--- src/rtl/pidar_pkg.sv ---
// Shared types and constants for the PID angle regulator.
// Used by the controller, the datapath and the top level; depends on nothing.
package pidar_pkg;

    localparam int CFG_IDX_W  = 3;
    localparam int CFG_DATA_W = 32;

    // Configuration register indexes.
    localparam logic [CFG_IDX_W-1:0] CFG_PROP_GAIN    = 3'd0;
    localparam logic [CFG_IDX_W-1:0] CFG_INTEG_GAIN   = 3'd1;
    localparam logic [CFG_IDX_W-1:0] CFG_DERIV_GAIN   = 3'd2;
    localparam logic [CFG_IDX_W-1:0] CFG_TARGET_ANGLE = 3'd3;
    localparam logic [CFG_IDX_W-1:0] CFG_INTEG_WINDOW = 3'd4;
    localparam logic [CFG_IDX_W-1:0] CFG_OUTPUT_LIMIT = 3'd5;

    localparam logic [30:0] RST_INTEG_WINDOW = 31'd196608;
    localparam logic [14:0] RST_OUTPUT_LIMIT = 15'd1000;

    // Restoring divider: one quotient bit per cycle over a 68-bit dividend.
    localparam int DIV_STEPS = 68;
    localparam int DIV_CNT_W = $clog2(DIV_STEPS);

    localparam logic [31:0] US_PER_S = 32'd1000000;

    typedef struct packed {
        logic capture;
        logic prep;
        logic mul_p;
        logic mul_i;
        logic mul_d;
        logic dmag;
        logic mul_lo;
        logic mul_hi;
        logic num;
        logic div_step;
        logic sum;
        logic add;
        logic load;
    } pidar_cmd_t;

    typedef struct packed {
        logic div_last;
    } pidar_sts_t;

endpackage

--- src/rtl/pidar_dp.sv ---
// Datapath of the PID angle regulator: configuration registers, loop state,
// a shared 34x32 multiplier, a serial divider and the output register.
// Depends on pidar_pkg.
module pidar_dp import pidar_pkg::*;
#(
    parameter int INTEG_BITS = 48
)
(
    input  logic                  clk,
    input  logic                  rst_n,
    input  logic                  cfg_we,
    input  logic [CFG_IDX_W-1:0]  cfg_index,
    input  logic [CFG_DATA_W-1:0] cfg_data,
    input  logic signed [31:0]    measured_angle,
    input  logic [19:0]           elapsed_us,
    input  pidar_cmd_t            cmd,
    output pidar_sts_t            sts,
    output logic signed [15:0]    drive,
    output logic                  clamped
);

    localparam int INC_W = 49;
    localparam int AW    = ((INTEG_BITS > INC_W) ? INTEG_BITS : INC_W) + 1;
    localparam logic signed [AW-1:0] I_HI =
        {{(AW-INTEG_BITS+1){1'b0}}, {(INTEG_BITS-1){1'b1}}};
    localparam logic signed [AW-1:0] I_LO =
        {{(AW-INTEG_BITS+1){1'b1}}, {(INTEG_BITS-1){1'b0}}};
    localparam logic signed [64:0] CAP_POS = 65'sd1 <<< 60;
    localparam logic signed [64:0] CAP_NEG = -CAP_POS;
    localparam logic [67:0]        Q_CAP   = 68'd1 << 60;

    // Configuration registers.
    logic signed [31:0] prop_gain_reg;
    logic signed [31:0] integ_gain_reg;
    logic signed [31:0] deriv_gain_reg;
    logic signed [31:0] target_angle_reg;
    logic [30:0]        integ_window_reg;
    logic [14:0]        output_limit_reg;

    // Loop state.
    logic signed [32:0]           last_err_reg;
    logic signed [INTEG_BITS-1:0] isum_reg;
    logic signed [INTEG_BITS-1:0] isum_next;
    logic signed [AW-1:0]         isum_wide;

    // Working registers.
    logic signed [32:0] err_reg;
    logic [19:0]        el_reg;
    logic [32:0]        err_mag_reg;
    logic               err_neg_reg;
    logic signed [33:0] diff_reg;
    logic [33:0]        diff_mag_reg;
    logic               diff_neg_reg;
    logic               in_win_reg;
    logic [31:0]        pg_mag_reg;
    logic [31:0]        ig_mag_reg;
    logic [31:0]        dg_mag_reg;
    logic [65:0]        prod_reg;
    logic signed [48:0] p_reg;
    logic signed [48:0] inc_reg;
    logic [63:0]        dmag_reg;
    logic               dneg_reg;
    logic [51:0]        num_lo_reg;
    logic [67:0]        dq_reg;
    logic [19:0]        rem_reg;
    logic [DIV_CNT_W-1:0] div_cnt_reg;
    logic signed [61:0] d_reg;
    logic signed [61:0] icap_reg;
    logic signed [63:0] sum_reg;
    logic signed [15:0] drive_reg;
    logic               clamped_reg;

    logic [33:0]        mul_a;
    logic [31:0]        mul_b;
    logic [48:0]        p_mag;
    logic [48:0]        inc_mag;
    logic [83:0]        num_wide;
    logic [20:0]        trial;
    logic [20:0]        trial_sub;
    logic               trial_ge;
    logic [60:0]        dcap;
    logic signed [64:0] isum_ext;
    logic signed [63:0] sum_bias;
    logic signed [47:0] pid_int;
    logic signed [47:0] lim_pos;
    logic signed [47:0] lim_neg;

    assign drive        = drive_reg;
    assign clamped      = clamped_reg;
    assign sts.div_last = (div_cnt_reg == DIV_CNT_W'(DIV_STEPS - 1));

    always_ff @(posedge clk or negedge rst_n)
    begin
        if (!rst_n)
        begin
            prop_gain_reg    <= '0;
            integ_gain_reg   <= '0;
            deriv_gain_reg   <= '0;
            target_angle_reg <= '0;
            integ_window_reg <= RST_INTEG_WINDOW;
            output_limit_reg <= RST_OUTPUT_LIMIT;
        end
        else if (cfg_we)
        begin
            case (cfg_index)
                CFG_PROP_GAIN:    prop_gain_reg    <= cfg_data;
                CFG_INTEG_GAIN:   integ_gain_reg   <= cfg_data;
                CFG_DERIV_GAIN:   deriv_gain_reg   <= cfg_data;
                CFG_TARGET_ANGLE: target_angle_reg <= cfg_data;
                CFG_INTEG_WINDOW: integ_window_reg <= cfg_data[30:0];
                CFG_OUTPUT_LIMIT: output_limit_reg <= cfg_data[14:0];
                default:          ;
            endcase
        end
    end

    // Saturating integral update on the exact, widened sum.
    always_comb
    begin
        isum_wide = AW'(isum_reg) + AW'(inc_reg);
        if (isum_wide > I_HI)
        begin
            isum_next = I_HI[INTEG_BITS-1:0];
        end
        else if (isum_wide < I_LO)
        begin
            isum_next = I_LO[INTEG_BITS-1:0];
        end
        else
        begin
            isum_next = isum_wide[INTEG_BITS-1:0];
        end
    end

    always_ff @(posedge clk or negedge rst_n)
    begin
        if (!rst_n)
        begin
            last_err_reg <= '0;
            isum_reg     <= '0;
            div_cnt_reg  <= '0;
        end
        else
        begin
            if (cmd.prep)
            begin
                last_err_reg <= err_reg;
            end
            if (cmd.dmag && in_win_reg)
            begin
                isum_reg <= isum_next;
            end
            if (cmd.num)
            begin
                div_cnt_reg <= '0;
            end
            else if (cmd.div_step)
            begin
                div_cnt_reg <= div_cnt_reg + 1'b1;
            end
        end
    end

    // Shared unsigned multiplier operands; every product is of magnitudes.
    always_comb
    begin
        if (cmd.mul_p || cmd.mul_i)
        begin
            mul_a = {1'b0, err_mag_reg};
        end
        else if (cmd.mul_d)
        begin
            mul_a = diff_mag_reg;
        end
        else if (cmd.mul_lo)
        begin
            mul_a = {2'b00, dmag_reg[31:0]};
        end
        else
        begin
            mul_a = {2'b00, dmag_reg[63:32]};
        end

        if (cmd.mul_p)
        begin
            mul_b = pg_mag_reg;
        end
        else if (cmd.mul_i)
        begin
            mul_b = ig_mag_reg;
        end
        else if (cmd.mul_d)
        begin
            mul_b = dg_mag_reg;
        end
        else
        begin
            mul_b = US_PER_S;
        end
    end

    always_comb
    begin
        p_mag     = {1'b0, prod_reg[63:16]};
        inc_mag   = {1'b0, prod_reg[63:16]};
        num_wide  = {prod_reg[51:0], 32'd0} + {32'd0, num_lo_reg};
        trial     = {rem_reg, dq_reg[67]};
        trial_sub = trial - {1'b0, el_reg};
        trial_ge  = (trial >= {1'b0, el_reg});
        dcap      = (dq_reg > Q_CAP) ? Q_CAP[60:0] : dq_reg[60:0];
        isum_ext  = 65'(isum_reg);
        // Adding 2^16 - 1 to a negative sum makes the shift truncate toward zero.
        sum_bias  = sum_reg + (sum_reg[63] ? 64'sd65535 : 64'sd0);
        pid_int   = sum_bias[63:16];
        lim_pos   = {33'd0, output_limit_reg};
        lim_neg   = 48'sd0 - lim_pos;
    end

    always_ff @(posedge clk)
    begin
        if (cmd.capture)
        begin
            err_reg <= 33'(measured_angle) - 33'(target_angle_reg);
            el_reg  <= (elapsed_us == 20'd0) ? 20'd1 : elapsed_us;
        end
        if (cmd.prep)
        begin
            err_mag_reg <= err_reg[32] ? (33'd0 - err_reg) : err_reg;
            err_neg_reg <= err_reg[32];
            diff_reg    <= 34'(err_reg) - 34'(last_err_reg);
            pg_mag_reg  <= prop_gain_reg[31] ? (32'd0 - prop_gain_reg) : prop_gain_reg;
            ig_mag_reg  <= integ_gain_reg[31] ? (32'd0 - integ_gain_reg) : integ_gain_reg;
            dg_mag_reg  <= deriv_gain_reg[31] ? (32'd0 - deriv_gain_reg) : deriv_gain_reg;
        end
        if (cmd.mul_p)
        begin
            diff_mag_reg <= diff_reg[33] ? (34'd0 - diff_reg) : diff_reg;
            diff_neg_reg <= diff_reg[33];
            in_win_reg   <= (err_mag_reg < {2'b00, integ_window_reg});
        end
        if (cmd.mul_p || cmd.mul_i || cmd.mul_d || cmd.mul_lo || cmd.mul_hi)
        begin
            prod_reg <= mul_a * mul_b;
        end
        if (cmd.mul_i)
        begin
            p_reg <= (prop_gain_reg[31] ^ err_neg_reg) ? (49'd0 - p_mag) : p_mag;
        end
        if (cmd.mul_d)
        begin
            inc_reg <= (integ_gain_reg[31] ^ err_neg_reg) ? (49'd0 - inc_mag) : inc_mag;
        end
        if (cmd.dmag)
        begin
            dmag_reg <= prod_reg[63:0];
            dneg_reg <= deriv_gain_reg[31] ^ diff_neg_reg;
        end
        if (cmd.mul_hi)
        begin
            num_lo_reg <= prod_reg[51:0];
        end
        // The dividend is the scaled product over 2^16; the divisor is the elapsed time.
        if (cmd.num)
        begin
            dq_reg  <= num_wide[83:16];
            rem_reg <= '0;
        end
        else if (cmd.div_step)
        begin
            dq_reg  <= {dq_reg[66:0], trial_ge};
            rem_reg <= trial_ge ? trial_sub[19:0] : trial[19:0];
        end
        if (cmd.sum)
        begin
            d_reg <= dneg_reg ? (62'd0 - {1'b0, dcap}) : {1'b0, dcap};
            if (isum_ext > CAP_POS)
            begin
                icap_reg <= CAP_POS[61:0];
            end
            else if (isum_ext < CAP_NEG)
            begin
                icap_reg <= CAP_NEG[61:0];
            end
            else
            begin
                icap_reg <= isum_ext[61:0];
            end
        end
        if (cmd.add)
        begin
            sum_reg <= 64'(p_reg) + 64'(icap_reg) + 64'(d_reg);
        end
        if (cmd.load)
        begin
            if (pid_int > lim_pos)
            begin
                drive_reg   <= lim_pos[15:0];
                clamped_reg <= 1'b1;
            end
            else if (pid_int < lim_neg)
            begin
                drive_reg   <= lim_neg[15:0];
                clamped_reg <= 1'b1;
            end
            else
            begin
                drive_reg   <= pid_int[15:0];
                clamped_reg <= 1'b0;
            end
        end
    end

endmodule

--- config.mk ---
export PLATFORM = sky130hd
export DESIGN_NAME = pidar_dp
export DESIGN_NICKNAME = d
export VERILOG_FILES = /design/src/rtl/pidar_pkg.sv /design/src/rtl/pidar_dp.sv
export SDC_FILE = /design/constraint.sdc
export NUM_CORES = 2
export LEC_CHECK = 0
export CAP_MARGIN = 20
export CORE_MARGIN = 2
export CORE_UTILIZATION = 36
export CTS_BUF_LIST = sky130_fd_sc_hd__clkbuf_8 sky130_fd_sc_hd__clkbuf_16
export CTS_CLUSTER_SIZE = 24
export DETAILED_ROUTE_END_ITERATION = 7
export DONT_BUFFER_PORTS = 1
export PLACE_DENSITY = 0.54
export SYNTH_ARGS = -nofsm -noshare
export SYNTH_HDL_FRONTEND = slang
export SYNTH_SLANG_ARGS = --single-unit
--- constraint.sdc ---
create_clock -name clk -period 11.6 [get_ports clk]
set_clock_uncertainty 0.1 [all_clocks]
set_input_delay 1.16 -clock clk [delete_from_list [all_inputs] [get_ports clk]]
set_output_delay 1.16 -clock clk [all_outputs]
set_load 0.02 [all_outputs]
==> impl_metrics.ini <==
[layout]
synthToLayoutAreaGrowth_pct = 8.846
nets = 10980
drive_above_1_share = 0.07300
largest_reg_flops = 68
num-fill-cells = 25350

[critical_path]
endpoint_kind = register
regToRegStartpoint = dmag_reg[25]
path_buf_inv = 3
reg2reg_slack_ps = 1780
critPathKind = primary input to register
worst_setup_path_start_kind = primary input
crit_slowest_cell = nand2_1
r2r-end = prod_reg[60]
cp.required_ps = 12040
reg2regPathDepth = 31
path_max_fanout = 80
path_common_cell = fa_1
slowest_delay_ps = 960
path_delay_family = adder cells
arrival_ps = 10800

[drt]
ant_nets = 0
routedWlPerCell_um = 24.49
drtIter0Drc = 6053
drtPass1Iterations = 8
vias_per_cell = 5.398
dr_total_vias = 68980
drt-total-wl_mm = 313.0
drc = 0

[timing]
setup_tns_ps = 0
worst_slack_ps = 1241
fin_crit_sh = 0.8930
worst_pin_slew_ps = 1310
min_period_ps = 10360
rsz0062_at_grt = false
setup_violations = 0
final-hold-violation-count = 0
maxSlewViolCount = 0
hold_ws_ps = 68.75
slew_headroom = 0.1269
max_freq_mhz = 96.53

[yosys]
ys_seq_area_frac = 0.3223
avgSynthCellArea_um2 = 9.997
synth_area_leader_cell = edfxtp_1
yosys-top-cells-count = nand2_1 (1217), inv_1 (1211), fa_1 (1023), nor2_1 (808), edfxtp_1 (775)
yosysWarningCount = 0
syn_nets = 11090
yosysTopAreaCellShare = 0.2480
netlist_area_um2 = 93830
post_synth_inst_count = 9386
synth_edf_count = 775
ys_ff_latch = 1057
synth.area.top_cells = edfxtp_1 (25%), fa_1 (22%), ha_1 (7.8%), dfrtp_1 (6.8%), nand2_1 (4.9%)
yosysMostFrequentCell = nand2_1
synthArstFlopShare = 0.2479
synth_flop_cell = edfxtp_1
synth.distinct_cells = 88

[placement]
placement.io_buffers = 0
dp_hpwl_mm = 246.9
routabilityCongestion = 0.9903
pre_cts_slack_ps = 603.0

[clock_tree]
post_cts_buffers = 0
clock-sinks = 1057
cts_resized = 0
clk_pin_slew_ps = 60
insertion_delay_ps = 800
cts_buffer_depth = 3
cts_buffers = 112
htree_levels = 3
cts_hold_buf = 1
cts-root-buf = clkbuf_16
cts_tree = done

[floorplanning]
die_h_um = 514.5
rows = 187
initial_core_util = 0.3616
dieArea_um2 = 264700
coreArea_um2 = 259500
io_pins = 121
die_w_um = 514.5

[global_route]
gr-total-overflow = 0
grt_pass1_vias = 71190
grt_max_degree = 230
grt_pass1_wl_mm = 465.0
grt_usage = 0.2361
antenna_found_initial = 9

[outcome]
status = finished, final reports clean

[run]
drv_cap = 0

[hold_path]
hold_path.class = primary input to async pin
## kinds of logic (layout without fill, tap and decap cells)
logic type | Yosys count | count (layout) | synth area share
multiplexers | 228 | 228 | 0.02659
AO/OA/AOI/OAI | 1452 | 1452 | 0.1007
buffers and inverters | 1647 | 1631 | 0.06610
AND/OR/NAND/NOR | 2782 | 2782 | 0.1310
other | 0 | 7 | 0
flip-flops | 1057 | 1057 | 0.3223
XOR/XNOR | 615 | 615 | 0.05741
adder cells (fa/ha/maj) | 1605 | 1605 | 0.2959
## cells in the final DEF (no fill, tap or decap), types with 68 or more instances in the layout
cell type,n
a21o_1,177
a21oi_1,353
and3_1,68
buf_4,192
clkbuf_16,112
dfrtp_1,254
edfxtp_1,775
fa_1,1023
ha_1,582
inv_1,1232
mux2_2,170
nand2_1,1217
nand3_1,108
nor2_1,805
nor3_1,110
o21a_1,77
o21ai_0,346
xnor2_1,411
xor2_1,200
## final cells by class
cell class,count,area (um^2),share of cell area
diodes,7,17.52,0.0001715
flip-flops and latches,1057,30240,0.2961
well taps,3402,4257,0.04168
repair buffers,207,1740,0.01704
multi-input cells,6682,57560,0.5636
clock buffers,119,2899,0.02839
clock inverters,94,872.1,0.008539
inverters,1211,4546,0.04451
## worst max-delay path by stage
stage	end	start	slack [ps]	cells past startpoint
finish	prod_reg[60]	cmd[9]	1240	27
global route	prod_reg[60]	cmd[10]	930	29
CTS	prod_reg[60]	cmd[9]	1450	27
detailed placement	prod_reg[60]	cmd[9]	600	27
global placement	prod_reg[60]	cmd[9]	550	27
floorplan	prod_reg[41]	cmd[6]	1340	33
## metal layers
| metal | part of all wire | track usage | wire, um | vias to the layer above |
|---|---|---|---|---|
| met5 | 0 | 0 | 0 | - |
| met4 | 0.052 | 0.1032 | 16120 | 0 |
| met3 | 0.062 | 0.03458 | 19330 | 618 |
| met2 | 0.47 | 0.3929 | 147600 | 2324 |
| met1 | 0.42 | 0.3049 | 129900 | 35040 |
| li1 | - | - | - | 31000 |
## worst reg2reg max path: cells and delay by family (launching register included)
kind,cells,cell delay [ps]
adder cells (fa/ha/maj),9,4450
AO/OA/AOI/OAI,10,2030
AND/OR/NAND/NOR,4,1110
buffers and inverters,6,730
multiplexers,1,670
flip-flops,1,350
XOR/XNOR,1,160
## through the flow
step,utilization,cell area [um^2],instances
after floorplan,-,93830,9386
after global placement,0.3782,98130,12550
after detailed placement,0.3785,98210,12550
after CTS,0.3931,102000,12770
after global routing,0.3935,102100,12770
final,0.3936,102100,12780
Power is left out: the tool's default activity adds up to more than one toggle a clock period on the data nets, which glitch-free logic cannot reach.
