**src/rtl/pidar_pkg.sv**
```systemverilog
// Shared types and constants for the PID angle regulator.
// Used by the controller, the datapath and the top level; depends on nothing.
package pidar_pkg;

    localparam int CFG_IDX_W  = 3;
    localparam int CFG_DATA_W = 32;

    // Configuration register indexes.
    localparam logic [CFG_IDX_W-1:0] CFG_PROP_GAIN    = 3'd0;
    localparam logic [CFG_IDX_W-1:0] CFG_INTEG_GAIN   = 3'd1;
    localparam logic [CFG_IDX_W-1:0] CFG_DERIV_GAIN   = 3'd2;
    localparam logic [CFG_IDX_W-1:0] CFG_TARGET_ANGLE = 3'd3;
    localparam logic [CFG_IDX_W-1:0] CFG_INTEG_WINDOW = 3'd4;
    localparam logic [CFG_IDX_W-1:0] CFG_OUTPUT_LIMIT = 3'd5;

    localparam logic [30:0] RST_INTEG_WINDOW = 31'd196608;
    localparam logic [14:0] RST_OUTPUT_LIMIT = 15'd1000;

    // Restoring divider: one quotient bit per cycle over a 68-bit dividend.
    localparam int DIV_STEPS = 68;
    localparam int DIV_CNT_W = $clog2(DIV_STEPS);

    localparam logic [31:0] US_PER_S = 32'd1000000;

    typedef struct packed {
        logic capture;
        logic prep;
        logic mul_p;
        logic mul_i;
        logic mul_d;
        logic dmag;
        logic mul_lo;
        logic mul_hi;
        logic num;
        logic div_step;
        logic sum;
        logic add;
        logic load;
    } pidar_cmd_t;

    typedef struct packed {
        logic div_last;
    } pidar_sts_t;

endpackage

```
**src/rtl/pidar_ctrl.sv**
```systemverilog
// Sequencer for the PID angle regulator: one-hot state machine that steps the
// datapath through its multiplies, division and summation. Depends on pidar_pkg.
module pidar_ctrl import pidar_pkg::*;
(
    input  logic       clk,
    input  logic       rst_n,
    input  logic       in_valid,
    output logic       in_ready,
    output logic       out_valid,
    input  logic       out_ready,
    input  pidar_sts_t sts,
    output pidar_cmd_t cmd
);

    typedef enum logic [12:0] {
        S_IDLE   = 13'b0000000000001,
        S_PREP   = 13'b0000000000010,
        S_MUL_P  = 13'b0000000000100,
        S_MUL_I  = 13'b0000000001000,
        S_MUL_D  = 13'b0000000010000,
        S_DMAG   = 13'b0000000100000,
        S_MUL_LO = 13'b0000001000000,
        S_MUL_HI = 13'b0000010000000,
        S_NUM    = 13'b0000100000000,
        S_DIV    = 13'b0001000000000,
        S_SUM    = 13'b0010000000000,
        S_ADD    = 13'b0100000000000,
        S_OUT    = 13'b1000000000000
    } pidar_state_t;

    pidar_state_t state_reg;
    pidar_state_t state_next;
    logic         out_valid_reg;
    logic         out_valid_next;
    logic         out_free;

    assign out_free  = !out_valid_reg || out_ready;
    assign in_ready  = (state_reg == S_IDLE);
    assign out_valid = out_valid_reg;

    always_comb
    begin
        cmd          = '0;
        cmd.capture  = (state_reg == S_IDLE) && in_valid;
        cmd.prep     = (state_reg == S_PREP);
        cmd.mul_p    = (state_reg == S_MUL_P);
        cmd.mul_i    = (state_reg == S_MUL_I);
        cmd.mul_d    = (state_reg == S_MUL_D);
        cmd.dmag     = (state_reg == S_DMAG);
        cmd.mul_lo   = (state_reg == S_MUL_LO);
        cmd.mul_hi   = (state_reg == S_MUL_HI);
        cmd.num      = (state_reg == S_NUM);
        cmd.div_step = (state_reg == S_DIV);
        cmd.sum      = (state_reg == S_SUM);
        cmd.add      = (state_reg == S_ADD);
        cmd.load     = (state_reg == S_OUT) && out_free;
    end

    always_comb
    begin
        state_next = state_reg;
        case (state_reg)
            S_IDLE:
            begin
                if (in_valid)
                begin
                    state_next = S_PREP;
                end
            end
            S_PREP:   state_next = S_MUL_P;
            S_MUL_P:  state_next = S_MUL_I;
            S_MUL_I:  state_next = S_MUL_D;
            S_MUL_D:  state_next = S_DMAG;
            S_DMAG:   state_next = S_MUL_LO;
            S_MUL_LO: state_next = S_MUL_HI;
            S_MUL_HI: state_next = S_NUM;
            S_NUM:    state_next = S_DIV;
            S_DIV:
            begin
                if (sts.div_last)
                begin
                    state_next = S_SUM;
                end
            end
            S_SUM:    state_next = S_ADD;
            S_ADD:    state_next = S_OUT;
            S_OUT:
            begin
                if (out_free)
                begin
                    state_next = S_IDLE;
                end
            end
            default:  state_next = S_IDLE;
        endcase
    end

    // The output word holds until taken; a finished result waits in S_OUT meanwhile.
    always_comb
    begin
        if (cmd.load)
        begin
            out_valid_next = 1'b1;
        end
        else if (out_ready)
        begin
            out_valid_next = 1'b0;
        end
        else
        begin
            out_valid_next = out_valid_reg;
        end
    end

    always_ff @(posedge clk or negedge rst_n)
    begin
        if (!rst_n)
        begin
            state_reg     <= S_IDLE;
            out_valid_reg <= 1'b0;
        end
        else
        begin
            state_reg     <= state_next;
            out_valid_reg <= out_valid_next;
        end
    end

endmodule

```
**config.mk**
```make
export PLATFORM = sky130hd
export DESIGN_NAME = pidar_ctrl
export DESIGN_NICKNAME = d
export VERILOG_FILES = /design/src/rtl/pidar_pkg.sv /design/src/rtl/pidar_ctrl.sv
export SDC_FILE = /design/constraint.sdc
export NUM_CORES = 1
export LEC_CHECK = 0
export BUFFER_PORTS_ARGS = -buffer_cell sky130_fd_sc_hd__buf_2
export CORE_UTILIZATION = 25
export DETAILED_ROUTE_END_ITERATION = 16
export SKIP_LAST_GASP = 1
export SYNTH_ARGS = -nofsm -noshare
export SYNTH_HDL_FRONTEND = slang
export SYNTH_SLANG_ARGS = --single-unit
```
**constraint.sdc**
```tcl
create_clock -name clk -period 3 [get_ports clk]
set_clock_uncertainty 0.1 [all_clocks]
set_input_delay 0.6 -clock clk [delete_from_list [all_inputs] [get_ports clk]]
set_output_delay 0.6 -clock clk [all_outputs]
set_load 0.05 [all_outputs]
```
==> flow_summary.toml, run 1 <==
[synthesis]
syn_area_um2 = 912
yosysWarnings = 0
netlist.area_leader.share_pct = 35.7
yosysTopAreaCell = "dfrtp_1"
ys_seq_area_share_pct = 38.5
post_synth.cell_area_avg_um2 = 9.91
synth_cells = 92
synth.distinct_cells = 34
syn_nets = 97
ys_ff_latch = 14
synth_area_leaders = "dfrtp_1 (36%), nor4b_1 (12%), nor3_4 (3.6%)"

[run]
cap_violations = 0

[critical_path]
reg2reg_to = "state_reg[0]"
r2r_slack_ps = 1180
cp_slowest_stage_delay_ps = 540
required_ps = 2300
cp-end-kind = "primary output"
crit_buf_inv = 1
r2r_start = "state_reg[1]"
cp_max_fo = 11
path_class = "flip-flop to primary output"
cp-start-kind = "flip-flop"
crit_family = "simple AND/OR/NAND/NOR gates"
arrival_ps = 2110
critical_path.cell_chain = "nor3_4 -> nand4b_2 -> or3_4 -> nand2b_4 -> nor2_2 -> buf_2"
cpMaxStageDelayCell = "dfrtp_1"
worst_r2r_path_depth = 5

[global_routing]
grt_max_degree = 15
antenna_found_initial = 0
grt_pass1_wl_mm = 3.06
grt_pass1_vias = 658
grt_usage_pct = 10.1
grt_overflow = 0

[sta]
finalSetupViolations = 0
fin_tns_setup_ps = 0
slew_headroom_pct = 69.9
fin_crit_sh_pct = 93.7
layout_min_cycle_time_ps = 2810
finalHoldWorstSlack_ps = 93.1
fmax_ghz = 0.356
rsz0062_at_grt = "no"
maxSlewViolCount = 0
worstMarginPinSlew_ps = 451
finalHoldViolCount = 0

[layout]
drive_gt1_share_pct = 33.9
fillers = 370
n_antenna_cell = 0
largest_register_ffs = 13
post-route-util_pct = 31.5
layout_common_cells = "buf_2 (19), dfrtp_1 (13), nor4b_1 (8)"
final_common_cell = "buf_2"
synthToLayoutAreaGrowth_pct = 18.0
nets = 115

[place]
hpwl_mm = 1.38
io_buffers = 19
gp_congestion = 0.750

[clocking]
cts.sinks = 14
hold_buffers = 0
cts_tree = "yes"
path_clk_slew_ps = 90
post_cts.repair.setup_buffers = 0
clockBufferDepth = 2
ctsHtreeMaxLevel = 1
cts_resized = 0
clk_latency_ps = 290
cts_buffers = 3
cts_root_buf = "clkbuf_4"

[floorplan]
die-width_um = 62.4
design.die.area_um2 = 3890
ios = 20
core-area_um2 = 3420
start_util_pct = 26.7
die_h_um = 62.4
num_rows = 21

[power_and_ir_drop]
vdd_ir_drop_max_v = 0.000523
seqPwrFrac_pct = 35.9
swShare_pct = 45.0
power_switching_uw = 331
power_density_nw_per_um2 = 684
intPower_uw = 405
leakagePower_uw = 0.000475
clkPwrFrac_pct = 15.4
power_frac_comb_pct = 48.7

[route]
firstDrtPassIters = 4
drt-total-wl_mm = 1.84
via_per_inst = 4.77
post_drt_wl_per_cell_um = 11.8
drcViolationCount = 0
drtAntennaViolNets = 0
drtIter0Drc = 45
vias = 739

[run_status]
outcome = "complete, no violations"

[worst_hold_path]
min_path_type = "input pin to async pin"
## power by group through the flow
| stage | Combinational [µW] | Sequential [µW] | Clock (µW) |
|---|---|---|---|
| 2_1_floorplan | 324 | 245 | 0 |
| 3_3_place_gp | 355 | 265 | 0 |
| 3_5_place_dp | 361 | 267 | 0 |
| 4_1_cts | 363 | 264 | 119 |
| 5_1_grt | 389 | 269 | 130 |
| 6_report | 358 | 264 | 113 |
## worst reg2reg max path, stage by stage, from the launching register on
cell and delay, ps:
dfrtp_1 520, nor4_4 360, nand4b_2 250, a21oi_1 200, nor3_1 90, o22a_1 220
## metrics by stage
stage	cell area, µm²	cells	setup slack (ps)	total power, µW
after detailed placement	1050	151	488	628
after global placement	1050	151	532	620
after CTS	1080	155	165	746
after global routing	1080	155	23.9	787
after floorplan	937	92	-376	569
final	1080	155	188	736
## logic make-up after synthesis
kind of cell	synth area share [%]
AND/OR/NAND/NOR	46.5
multiplexers	1.10
flip-flops	38.5
buffers and inverters	4.80
AO/OA/AOI/OAI	6.17
XOR/XNOR	2.88
## Yosys cell counts, drive strengths merged
cell and instances:
nand4b 2, nor2b 1, o21ai 4, inv 1, nand2b 5, nor4b 12, nor4 3, dfrtp 13
or4b 1, nand3 3, a21oi 4, and2b 1, nor3b 1, nand4 2, and2 3, xor2 3
o211ai 1, nand2 5, buf 6, or3 1, mux2i 1, nor2 8, dfstp 1, nor3 8
o22a 1, or3b 1
## final cells by class
| type | instances | area [µm²] | area share, % |
|---|---|---|---|
| Clock buffer | 4 | 26.3 | 2.44 |
| Inverter | 1 | 3.75 | 0.349 |
| Multi-Input combinational cell | 71 | 542 | 50.3 |
| Sequential cell | 14 | 352 | 32.7 |
| Tap cell | 46 | 57.6 | 5.35 |
| Timing Repair Buffer | 19 | 95.1 | 8.84 |
## layer usage
layer  vias up  wire length [µm]  GRT usage [%]
met5         -                 0              0
met4         0                17           3.49
met3         2               125           5.29
met2        19               791           14.7
met1       345               903           12.7
li1        373                 -              -
## how the worst max path moves through the flow
stage                       startpoint  endpoint  slack, ps  depth (start not counted)
after global placement    state_reg[1]    cmd[0]        530                          6
after CTS                 state_reg[7]    cmd[0]        160                          6
after detailed placement  state_reg[7]    cmd[0]        490                          6
after global routing      state_reg[9]    cmd[5]         20                          4
after floorplan           state_reg[9]   cmd[11]       -380                          4
final                     state_reg[7]    cmd[0]        190                          6
Note: power is estimated with default switching activity, not from simulation.
==> run 2, diff against run 1 <==
--- a/config.mk
+++ b/config.mk
@@ -6,8 +6,13 @@
 export NUM_CORES = 1
 export LEC_CHECK = 0
 export BUFFER_PORTS_ARGS = -buffer_cell sky130_fd_sc_hd__buf_2
+export CELL_PAD_IN_SITES_DETAIL_PLACEMENT = 1
+export CELL_PAD_IN_SITES_GLOBAL_PLACEMENT = 1
+export CORE_ASPECT_RATIO = 1.4
 export CORE_UTILIZATION = 25
 export DETAILED_ROUTE_END_ITERATION = 16
+export PLACE_DENSITY_LB_ADDON = 0.1
+export SKIP_CTS_REPAIR_TIMING = 1
 export SKIP_LAST_GASP = 1
 export SYNTH_ARGS = -nofsm -noshare
 export SYNTH_HDL_FRONTEND = slang
==> run 2 against run 1 <==
Global-route usage increased by 2.6 points. Hold slack improved by 53 ps. Cell area grew 1.0%. Combinational power about the same. Total power is 6.5% higher. Fmax grew 1.7%. Sequential share of layout area shrank 0.34 points. Critical path type unchanged. Largest power group unchanged.
==> flow_summary.toml, run 2 (synthesis results as in run 1) <==
[place]
place_ws_ps = 479
io_buffers = 19
hpwl_mm = 1.59
gp_congestion = 0.660

[clocking]
clk_latency_ps = 250
clockBufferDepth = 2
cts.sinks = 14
cts_root_buf = "clkbuf_8"
path_clk_slew_ps = 60
ctsHtreeMaxLevel = 1
cts_buffers = 3
cts_tree = "yes"

[layout]
drive_gt1_share_pct = 33.9
largest_register_ffs = 13
final_common_cell = "buf_2"
synthToLayoutAreaGrowth_pct = 19.2
nets = 115
layout_common_cells = "buf_2 (19), dfrtp_1 (13), nor4b_1 (8)"
n_antenna_cell = 0
fillers = 412

[power_and_ir_drop]
power_density_nw_per_um2 = 721
vdd_ir_drop_max_v = 0.000319
leakagePower_uw = 0.000483

[route]
vias = 779
post_drt_wl_per_cell_um = 13.8
drtAntennaViolNets = 0
drcViolationCount = 0
drt-total-wl_mm = 2.05
firstDrtPassIters = 2
drtIter0Drc = 8
via_per_inst = 5.23

[floorplan]
core-area_um2 = 3440
start_util_pct = 26.5
design.die.area_um2 = 3900
num_rows = 25
die_h_um = 73.5
ios = 20
die-width_um = 53.1

[run]
cap_violations = 0

[sta]
fin_crit_sh_pct = 92.2
finalSetupViolations = 0
fin_tns_setup_ps = 0
rsz0062_at_grt = "no"
worstMarginPinSlew_ps = 436
slew_headroom_pct = 71.0
layout_min_cycle_time_ps = 2770
fmax_ghz = 0.362
setup_slack_ps = 234
maxSlewViolCount = 0
finalHoldViolCount = 0

[run_status]
outcome = "complete, no violations"

[global_routing]
grt_max_degree = 15
grt_overflow = 0
grt_pass1_vias = 800
grt_pass1_wl_mm = 3.68
antenna_found_initial = 0
grt_usage_pct = 12.8

[critical_path]
r2r_start = "state_reg[1]"
cp-start-kind = "flip-flop"
reg2reg_to = "state_reg[0]"
cp-end-kind = "primary output"
r2r_slack_ps = 1190
crit_start = "state_reg[1]"
path_class = "flip-flop to primary output"
arrival_ps = 2070
worst_r2r_path_depth = 5
required_ps = 2300
cp_max_fo = 10

[worst_hold_path]
min_path_type = "input pin to async pin"
==> run 2: critical path, cell delays in order, from the launching register on <==
cell	delay (ps)
dfrtp_1	510
nor3_4	300
nand4b_2	170
or3_4	370
nand2b_4	150
nor2_2	60
buf_2	260
==> run 2: worst max-delay path by stage <==
stage / end / slack [ps] / cells after the start
floorplan: cmd[11] / -380 / 4
global placement: cmd[0] / 510 / 6
detailed placement: cmd[0] / 480 / 6
CTS: cmd[0] / 200 / 6
global route: cmd[11] / 70 / 4
finish: cmd[0] / 230 / 6
==> run 2: stage by stage <==
stage | cells | utilization (%) | power (µW) | cell area, µm² | hold slack, ps
detailed placement | 145 | 30.3 | 635 | 1040 | 425
global placement | 145 | 30.3 | 629 | 1040 | 428
floorplan | 92 | - | 569 | 937 | 204
finish | 149 | 31.6 | 783 | 1090 | 146
CTS | 149 | 31.6 | 801 | 1090 | 153
global route | 149 | 31.6 | 844 | 1090 | 164
==> run 2: final cells by class <==
class                           instances  area [µm²]  area share, %
Multi-Input combinational cell         71         542           49.8
Sequential cell                        14         352           32.3
Timing Repair Buffer                   19        95.1           8.75
Tap cell                               40        50.0           4.60
Clock buffer                            4        45.0           4.14
Inverter                                1        3.75          0.345
==> run 2: power breakdown <==
part | leakage (µW) | switching, µW | internal [µW]
clock | 0.0000228 | 67.1 | 93.9
combinational | 0.000269 | 216 | 140
sequential | 0.000191 | 53.3 | 213
total | 0.000483 | 336 | 447
==> run 2: per-layer routing <==
metal	up-vias	share of wire (%)	track usage (%)
li1	376	-	-
met1	387	44	15.6
met2	12	51	21.4
met3	4	3.2	1.86
met4	0	1.7	6.14
met5	-	0	0
==> run 3, diff against run 2 <==
--- a/config.mk
+++ b/config.mk
@@ -6,12 +6,13 @@
 export NUM_CORES = 1
 export LEC_CHECK = 0
 export BUFFER_PORTS_ARGS = -buffer_cell sky130_fd_sc_hd__buf_2
+export CAP_MARGIN = 40
 export CELL_PAD_IN_SITES_DETAIL_PLACEMENT = 1
 export CELL_PAD_IN_SITES_GLOBAL_PLACEMENT = 1
 export CORE_ASPECT_RATIO = 1.4
 export CORE_UTILIZATION = 25
 export DETAILED_ROUTE_END_ITERATION = 16
-export PLACE_DENSITY_LB_ADDON = 0.1
+export PLACE_DENSITY_LB_ADDON = 0.08
 export SKIP_CTS_REPAIR_TIMING = 1
 export SKIP_LAST_GASP = 1
 export SYNTH_ARGS = -nofsm -noshare
==> run 3 against run 2 <==
Global-route usage is 0.20 points lower. Sequential cell count unchanged. Wire length up 6.8%. Final cell count did not move. Via count fell by 3.3%. First-iteration DRC count fell by 38%. Clock-buffer cell count is the same. Cell area grew 0.92%. Total power is 3.8% higher. Non-clock buffer count unchanged. Sequential share of layout area fell by 0.29 points. Critical path type unchanged.
==> flow_summary.toml, run 3 (synthesis results as in run 1) <==
[run_status]
outcome = "complete, no violations"

[global_routing]
antenna_found_initial = 0
grt_pass1_vias = 783
grt_usage_pct = 12.6
grt_overflow = 0
grt_pass1_wl_mm = 3.60
grt_max_degree = 15

[critical_path]
reg2reg_to = "state_reg[0]"
arrival_ps = 2090
r2r_start = "state_reg[1]"
path_class = "flip-flop to primary output"
r2r_slack_ps = 1180
cp-start-kind = "flip-flop"
crit_start = "state_reg[1]"
cp_max_fo = 10
crit_end = "cmd[0]"
required_ps = 2300
cp-end-kind = "primary output"
worst_r2r_path_depth = 5

[power_and_ir_drop]
vdd_ir_drop_max_v = 0.000284
leakagePower_uw = 0.000489
power_density_nw_per_um2 = 741

[sta]
finalHoldViolCount = 0
setup_slack_ps = 211
finalHoldWorstSlack_ps = 161
fmax_ghz = 0.359
layout_min_cycle_time_ps = 2790
rsz0062_at_grt = "no"
maxSlewViolCount = 0
worstMarginPinSlew_ps = 429
fin_crit_sh_pct = 93.0
slew_headroom_pct = 71.4
finalSetupViolations = 0

[clocking]
cts_tree = "yes"
cts_buffers = 3
cts.sinks = 14
cts_root_buf = "clkbuf_8"
clk_latency_ps = 240
path_clk_slew_ps = 60
ctsHtreeMaxLevel = 1
clockBufferDepth = 2

[route]
drtIter0Drc = 5
drt-total-wl_mm = 2.19
firstDrtPassIters = 3
via_per_inst = 5.05
drtAntennaViolNets = 0
drcViolationCount = 0
met1_length_um = 944
dr_wl_met2_mm = 1.17
highest_layer = "met4"
post_drt_wl_per_cell_um = 14.7
vias = 753
wl_met3_um = 53

[floorplan]
die-width_um = 53.1
start_util_pct = 26.5
ios = 20
design.die.area_um2 = 3900
num_rows = 25
core-area_um2 = 3440
die_h_um = 73.5

[place]
hpwl_mm = 1.66
place_ws_ps = 462
io_buffers = 19
gp_congestion = 0.657

[layout]
fillers = 415
nets = 115
drive_gt1_share_pct = 34.9
final_common_cell = "buf_2"
layout_common_cells = "buf_2 (19), dfrtp_1 (13), nor4b_1 (8)"
n_antenna_cell = 0
synthToLayoutAreaGrowth_pct = 20.3
largest_register_ffs = 13

[worst_hold_path]
min_path_type = "input pin to async pin"

[run]
cap_violations = 0
-- run 3: cell types whose count changed in the layout (fill, tap and decap cells not counted) --
cell      change
clkbuf_1      -1
clkbuf_8      +1
-- run 3: metrics by stage --
step           total power (µW)  setup TNS [ps]  cell area, µm²  util (%)  cells
6_report                    813               0            1100      31.9    149
5_1_grt                     871               0            1100      31.9    149
4_1_cts                     829               0            1100      31.9    149
3_5_place_dp                638               0            1040      30.3    145
3_3_place_gp                632               0            1040      30.3    145
2_1_floorplan               569            -867             937         -     92
-- run 3: per-layer routing --
layer / track usage (%) / up-vias
li1: - / 373
met1: 14.6 / 368
met2: 22.6 / 10
met3: 1.86 / 2
met4: 4.39 / 0
met5: 0 / -
-- run 3: worst min-delay path by stage --
stage | to | slack (ps) | cells after the start
2_1_floorplan | out_valid | 200 | 0
3_5_place_dp | state_reg[9] | 440 | 1
5_1_grt | state_reg[10] | 180 | 1
6_report | state_reg[9] | 160 | 1
3_3_place_gp | state_reg[10] | 440 | 1
4_1_cts | state_reg[9] | 170 | 1
-- run 3: cell type report --
cell class	count	area (µm²)	share of cell area, %
well taps	40	50.0	4.56
inverters	1	3.75	0.342
multi-input cells	71	542	49.4
flip-flops and latches	14	352	32.0
repair buffers	19	95.1	8.67
clock buffers	4	55.1	5.02
-- run 3: power by group --
| part | total (µW) | switching, µW | internal (µW) |
|---|---|---|---|
| combinational | 361 | 221 | 140 |
| sequential | 267 | 53.3 | 213 |
| clock | 185 | 69.3 | 116 |
| total | 813 | 344 | 469 |
-- run 3: critical path: stages (launching register included) --
cell and delay [ps]:
dfrtp_1 510, nor3_4 310, nand4b_2 180, or3_4 370, nand2b_4 150, nor2_2 60
buf_2 250
